==> src/rtl/core/assert_macros.svh <==
// assertion helpers, compiled out for synthesis
`ifndef ASSERT_MACROS_SVH
`define ASSERT_MACROS_SVH

`ifndef SYNTHESIS
`define ASSERT_PROP(lbl, clk, rstn, prop, msg) \
  lbl: assert property (@(posedge clk) disable iff (!rstn) prop) else $error(msg);
`define ASSERT_NEVER(lbl, clk, rstn, prop, msg) \
  lbl: assert property (@(posedge clk) disable iff (!rstn) !(prop)) else $error(msg);
`else
`define ASSERT_PROP(lbl, clk, rstn, prop, msg)
`define ASSERT_NEVER(lbl, clk, rstn, prop, msg)
`endif

`endif

==> src/rtl/core/sobel_pkg.sv <==
package sobel_pkg;

  localparam int unsigned PIX_W  = 24;
  localparam int unsigned CFG_W  = 13;
  localparam int unsigned WIDTH_W = 11;
  localparam int unsigned HEIGHT_W = 13;
  localparam int unsigned ROW_W  = 12;
  localparam int unsigned CCOL_W = 10;
  localparam int unsigned OUT_W  = 48;

  localparam logic [0:0] CFG_IDX_WIDTH  = 1'b0;
  localparam logic [0:0] CFG_IDX_HEIGHT = 1'b1;

  // window centre bookkeeping carried alongside each pixel
  typedef struct packed {
    logic              emit;
    logic              last;
    logic [ROW_W-1:0]  row;
    logic [CCOL_W-1:0] col;
  } tag_t;

  // [row][column][bits], row 0 on top, column 2 newest
  typedef logic [2:0][2:0][PIX_W-1:0] win_t;

  function automatic logic [7:0] sobel_band(input logic [7:0] t0, input logic [7:0] t1,
                                            input logic [7:0] t2, input logic [7:0] m0,
                                            input logic [7:0] m2, input logic [7:0] b0,
                                            input logic [7:0] b1, input logic [7:0] b2);
    logic [9:0]         top, bot, lft, rgt;
    logic signed [11:0] gy, gx, g;
    logic [7:0]         res;
    top = 10'(t0) + {1'b0, t1, 1'b0} + 10'(t2);
    bot = 10'(b0) + {1'b0, b1, 1'b0} + 10'(b2);
    lft = 10'(t0) + {1'b0, m0, 1'b0} + 10'(b0);
    rgt = 10'(t2) + {1'b0, m2, 1'b0} + 10'(b2);
    gy  = $signed({2'b00, top}) - $signed({2'b00, bot});
    gx  = $signed({2'b00, lft}) - $signed({2'b00, rgt});
    g   = (gy >= gx) ? gy : gx;
    if (g < 12'sd0) begin
      res = 8'd0;
    end else if (g > 12'sd255) begin
      res = 8'd255;
    end else begin
      res = g[7:0];
    end
    return res;
  endfunction

endpackage

==> src/rtl/core/sobel_grad.sv <==
module sobel_grad (
  input  logic                        clk_i,
  input  logic                        rst_ni,
  input  logic                        en_i,
  input  logic                        vld_i,
  input  sobel_pkg::tag_t             tag_i,
  input  sobel_pkg::win_t             win_i,
  output logic                        tvalid_o,
  output logic [sobel_pkg::OUT_W-1:0] tdata_o,
  output logic                        tlast_o
);
  import sobel_pkg::*;

  logic [2:0][7:0]  band;
  logic             ov_q, last_q;
  logic [OUT_W-1:0] data_q;

  always_comb begin
    for (int b = 0; b < 3; b++) begin
      band[b] = sobel_band(win_i[0][0][8*b +: 8], win_i[0][1][8*b +: 8],
                           win_i[0][2][8*b +: 8], win_i[1][0][8*b +: 8],
                           win_i[1][2][8*b +: 8], win_i[2][0][8*b +: 8],
                           win_i[2][1][8*b +: 8], win_i[2][2][8*b +: 8]);
    end
  end

  always_ff @(posedge clk_i) begin
    if (en_i) begin
      data_q <= {2'b0, tag_i.col, tag_i.row, band[2], band[1], band[0]};
      last_q <= tag_i.last;
    end
  end

  always_ff @(posedge clk_i or negedge rst_ni) begin
    if (!rst_ni) begin
      ov_q <= 1'b0;
    end else if (en_i) begin
      ov_q <= vld_i;
    end
  end

  assign tvalid_o = ov_q;
  assign tdata_o  = data_q;
  assign tlast_o  = last_q;

endmodule

==> config.mk <==
export PLATFORM = sky130hd
export DESIGN_NAME = sobel_grad
export DESIGN_NICKNAME = d
export VERILOG_FILES = /design/src/rtl/core/assert_macros.svh /design/src/rtl/core/sobel_pkg.sv /design/src/rtl/core/sobel_grad.sv
export SDC_FILE = /design/constraint.sdc
export NUM_CORES = 1
export LEC_CHECK = 0
export ABC_AREA = 1
export BUFFER_PORTS_ARGS = -buffer_cell sky130_fd_sc_hd__buf_2
export CORE_ASPECT_RATIO = 1.25
export CORE_MARGIN = 2
export CORE_UTILIZATION = 40
export DETAILED_ROUTE_END_ITERATION = 8
export PLACE_DENSITY_LB_ADDON = 0.3
export SLEW_MARGIN = 20
export SYNTH_ARGS = -nofsm -noshare
export SYNTH_HDL_FRONTEND = slang
export SYNTH_SLANG_ARGS = --single-unit
==> constraint.sdc <==
create_clock -name clk_i -period 0.85 [get_ports clk_i]
set_input_delay 0.1275 -clock clk_i [delete_from_list [all_inputs] [get_ports clk_i]]
set_output_delay 0.1275 -clock clk_i [all_outputs]
set_load 0.05 [all_outputs]
# Word-level counts from Yosys, hierarchy flattened
# Index checks and enable logic that the tools add are counted.
op_classes:
  reduce_logical: 0
  div: 0
  bitwise_logic: 0
  eq_ne: 0
  magnitude_cmp: 9
  multipliers: 0
  shift: 0
  add_sub_neg: 30
  mux: 6
ops:
  columns: ["op", "count"]
  rows:
  - ["$add A10 B8 Y10", 12]
  - ["$add A8 B9 Y10", 12]
  - ["$sub A10 B10 Y11", 6]
  - ["$gt A12 B9 Y1 const B", 3]
  - ["$lt A12 B1 Y1 const B", 3]
  - ["$mux W12", 3]
  - ["$ge A11 B11 Y1", 3]
  - ["$mux W8", 3]
word_totals:
  out_inout_bits: 50
  ram_bits: 0
  elab_cells: 51
  latch_bits: 0
  input_bits: 244
  ff_bits: 48
  n_memories: 0
  romBits: 0

# Logic depth before layout (Yosys ltp)
depth:
  ltp_word: 7
  depth_mapped: 31
  depth_no_buf: 31

# Worst setup path before layout
# No wires, ideal clock.
synth_path:
  path_type: "input-to-reg"
  startpoint: "input win_i[12] (netlist name)"
  endpoint: "register data_q[14] (netlist: tdata_o[14]) (data pin)"
  required_ns: 0.601
  setup_time_ns: 0.249
  arrival_ns: 4.137
  cell_stages: 28
  setup_slack_ns: -3.536
  n_path_buf: 0
  path_cell_list: "inv_1 fa_1 inv_1 fa_1 inv_1 fa_1 inv_1 ha_1 nand2_1 nor2_1 o21ai_0 nand4_1 inv_1 ha_1 nand2_1 nor2_2 nand2_2 inv_1 nand2_4 nand3_2 nand2_2 clkinv_4 nor2_8 nand2_1 nand2_1 nand3_1 nand2_1 inv_1"
synth_via:
  elab_chain_cells: 7
  elab_cells_between_ends: 11
  classes_between: "add/sub: 6; order compare: 3; mux: 2"
synth_rtl:
  columns: ["element", "line_no", "text"]
  rows:
  - ["start: declaration", "sobel_grad.sv:7", "input sobel_pkg::win_t win_i,"]
  - ["$add A8 B9 Y10 (on tied branches)", "sobel_pkg.sv:32, sobel_pkg.sv:34", null]
  - ["$add A10 B8 Y10 (on tied branches)", "sobel_pkg.sv:32, sobel_pkg.sv:34", null]
  - ["$sub A10 B10 Y11 (on tied branches)", "sobel_pkg.sv:36, sobel_pkg.sv:37", null]
  - ["$ge A11 B11 Y1", "sobel_pkg.sv:38", "g = (gy >= gx) ? gy : gx;"]
  - ["$mux W12 *", "sobel_pkg.sv:38", null]
  - ["$gt A12 B9 Y1", "sobel_pkg.sv:41", "end else if (g > 12'sd255) begin"]
  - ["$mux W8", "sobel_pkg.sv:41", null]
  - ["end signal: assignment", "sobel_grad.sv:29", "data_q <= {2'b0, tag_i.col, tag_i.row, band[2], band[1], band[0]};"]
  - ["end: declaration", "sobel_grad.sv:16", "logic [OUT_W-1:0] data_q;"]
# Every way passes the cells marked *; elsewhere a longest branch is shown, timed or not.
# A chain may end at the register's enable or synchronous reset.

# Final worst setup path
layout_path:
  startpoint: "input win_i[144] (netlist name)"
  endpoint: "register data_q[1] (netlist: tdata_o[1]) (data pin)"
layout_via:
  elab_chain_cells: 7
  elab_cells_between_ends: 10
  classes_between: "add/sub: 5; order compare: 3; mux: 2"
layout_rtl:
  columns: ["element", "line_no", "text"]
  rows:
  - ["$add A8 B9 Y10", "sobel_pkg.sv:33", "bot = 10'(b0) + {1'b0, b1, 1'b0} + 10'(b2);"]
  - ["$add A10 B8 Y10", "sobel_pkg.sv:33", null]
  - ["$sub A10 B10 Y11", "sobel_pkg.sv:36", "gy = $signed({2'b00, top}) - $signed({2'b00, bot});"]
  - ["$ge A11 B11 Y1", "sobel_pkg.sv:38", null]
  - ["$mux W12 *", "sobel_pkg.sv:38", null]
  - ["$gt A12 B9 Y1", "sobel_pkg.sv:41", null]
  - ["$mux W8", "sobel_pkg.sv:41", null]
# Marks and branches as above.

==> flow_summary_export.csv <==
group,metric,value,unit
setup_path,crit_chain,"buf_8 -> inv_4 -> fa_1 -> inv_2 -> fa_2 -> fa_1 -> ha_4 -> fa_2 -> nand3_2 -> nand2_2 -> nand3_2 -> nand2_2 -> xor2_2 -> inv_1 -> ha_1 -> nand4_1 -> nor2_4 -> nand4_1 -> nand3_4 -> nand3_2 -> nand3_2 -> nand2_1 -> inv_1",
layout,diodes,0,
logic_synthesis,synth_fa_ha_area_frac,0.467,
logic_synthesis,synth_compound_area_frac,0.0407,
logic_synthesis,synth-simple-area-share,0.165,
die,start_util,0.405,
outcome,violations,"setup timing",
timing,slew_viol_final,0,
logic_synthesis,yosys_warnings,0,
global_route,grt_pass1_wl,45.0,mm
clock_network,cts_buffer_depth,2,
routing,vias,9877,
clock_network,cts_tree,"done",
layout,stdcell_count,2174,
logic_synthesis,avgSynthCellArea,8.19,um^2
timing,finalHoldViolations,0,
clock_network,cts_max_level,2,
die,die_area,28300,um^2
layout,fill_cells,2271,
timing,rsz0062_at_grt,"yes",
global_route,track_usage,0.194,
clock_network,path_clk_slew,0.07,ns
routing,drc,0,
logic_synthesis,muxShareOfSynthArea,0.00104,
timing,whs,0.0135,ns
global_route,grt_pass1_vias,10400,
clock_network,clkLatencyLatePin,0.28,ns
timing,max_freq,0.231,GHz
clock_network,root_buffer,"clkbuf_16",
layout,area_delta_synth_final,52.1,%
logic_synthesis,synth_top_family_by_area,"adder cells",
clock_network,cts_sinks,48,
logic_synthesis,synth_top_area_frac,0.345,
routing,dr.pass1.iters,5,
global_route,grt_max_degree,26,
setup_path,crit_required,1.00,ns
die,die_y,188,um
die,fp.coreArea,26700,um^2
logic_synthesis,synth_top_cell_by_area,"fa_1",
logic_synthesis,synthXorXnorAreaFrac,0.0219,
setup_path,crit_path_top_delay_cell,"fa_1",
routing,finalWirelength,27.9,mm
setup_path,cpPeakStageDelay,0.54,ns
routing,drtIter0Drc,300,
global_route,grt_busiest_layer,"met2",
layout,nets,2363,
global_route,use_met1,0.222,
setup_path,critPathKind,"in2reg",
outcome,outcome,"finished with violations",
setup_path,path_max_fanout,8,
global_route,overflow,0,
global_route,grt_util_met3,0.0173,
place,gp_congestion,0.865,
timing,setup_viol,72,
routing,postRouteAntennaNets,0,
clock_network,numCtsBuffers,5,
setup_path,arrival,4.48,ns
place,port_buffers,266,
place,hpwl,22.9,mm
layout,drive_gt1_frac,0.458,
place,dp.cells,2102,
die,die_x,151,um
layout,multiInputGateArea,8840,um^2
logic_synthesis,synth.distinct_cells,38,
logic_synthesis,syn_area,10800,um^2
die,ioPinCount,294,
min_path,hold_class,"in2reg",
timing,min_period_over_period,5.09,
flow_run,cap_violations,0,
timing,finClkSkew,0,ns
place,pre_cts_ws,-3.89,ns
logic_synthesis,syn_inst,1317,
routing,routed_via_density,4.54,
logic_synthesis,synthTopCellsByArea,"fa_1, inv_1, edfxtp_1",
logic_synthesis,synth-seq-cells,48,
die,rows,67,
global_route,use_met2,0.385,
setup_path,start_kind,"input pin",
routing,wire_per_inst,12.8,um
setup_path,cp_common_cell,"nand3_2",
timing,fin_ws,-3.48,ns
timing,post-route-min-period,4.33,ns
layout,seq_area,1440,um^2
global_route,antenna_found_initial,0,
setup_path,crit_path_end_kind,"flip-flop",
logic_synthesis,yosysSeqAreaShare,0.133,
[state kept, by name, summed over array words and instances, names as in the netlist]
name / count
tdata_o: 46
tvalid_o: 1
tlast_o: 1
[metal layers]
metal | vias up | routed length (um)
met5 | - | 0
met4 | 0 | 483
met3 | 44 | 1010
met2 | 219 | 15800
met1 | 4734 | 10500
li1 | 4880 | -
[layout by cell type, fill, tap and decap left out, drive strengths merged]
cell	instances
buf	498
o21ai	21
xor2	17
a21o	3
inv	481
conb	2
o21bai	5
or2	3
nor3	7
nand2	236
o21a	1
nand3	78
edfxtp	47
a21oi	49
ha	105
dlygate4sd3	6
xnor2	10
a31oi	1
mux2	1
fa	186
nand4	28
nand3b	2
nor2	29
and2	1
clkbuf	9
clkinv	2
dfrtp	1
[critical path: cells and delay by family]
family / cells / cell delay (ns)
buffers and inverters: 5 / 0.31
adders and majority gates: 6 / 2.26
xor gates and xnor gates: 1 / 0.20
and+or+nand+nor: 11 / 1.59
[per-stage QoR]
| step | utilization | instance area [um^2] | TNS (ns) |
|---|---|---|---|
| 2_1_floorplan | - | 11300 | -79.30 |
| 3_3_place_gp | 0.539 | 14400 | -90.99 |
| 3_5_place_dp | 0.539 | 14400 | -92.04 |
| 4_1_cts | 0.587 | 15700 | -88.79 |
| 5_1_grt | 0.616 | 16400 | -94.80 |
| 6_report | 0.616 | 16400 | -88.77 |
[cells by family after synthesis]
group	count (synthesis)
adder cells (fa/ha/maj)	291
buffers and inverters	486
AO/OA/AOI/OAI	80
other	1
multiplexers	1
AND/OR/NAND/NOR	383
XOR/XNOR	27
flip-flops	48
[timing repair]
action | in CTS | in global routing
endpoints found under the hold margin | 6 | 0
gates cloned | 1 | 1
hold buffers | 6 | 0
setup endpoints to repair | 72 | 72
resized for setup | 213 | 160
pin swaps | 133 | 135
setup buffers | 37 | 19
[synth_stat cells (all sizes together)]
cell type,count
nand3,77
clkinv,1
xor2,17
a31oi,1
ha,105
nor3,7
nor2,29
inv,481
a21o,3
a21oi,49
o21bai,5
fa,186
buf,4
nand2,236
nand3b,2
dfrtp,1
or2,3
mux2,1
edfxtp,47
and2,1
nand4,28
xnor2,10
conb,1
o21ai,21
o21a,1
[cell type report]
type                            instances  share of cell area
Clock buffer                            7             0.00869
Sequential cell                        48              0.0876
Timing Repair Buffer                  506               0.224
Inverter                              482               0.114
Clock inverter                          1            0.000534
Tap cell                              345              0.0263
Multi-Input combinational cell        785               0.539
[final timing paths]
kind | start | endpoint | slack (ns) | cells after the start
min | tag_i[19] | tdata_o[33] | 0.01 | 1
max reg2reg | tvalid_o | tvalid_o | 0.06 | 1
min reg2reg | tvalid_o | tvalid_o | 0.55 | 1
min in group asynchronous | rst_ni | tvalid_o | 0.14 | 2
max in group asynchronous | rst_ni | tvalid_o | 0.61 | 2
max | win_i[144] | tdata_o[1] | -3.48 | 23
Power is left out: the tool's default activity adds up to more than one toggle a clock period on the data nets, which glitch-free logic cannot reach.
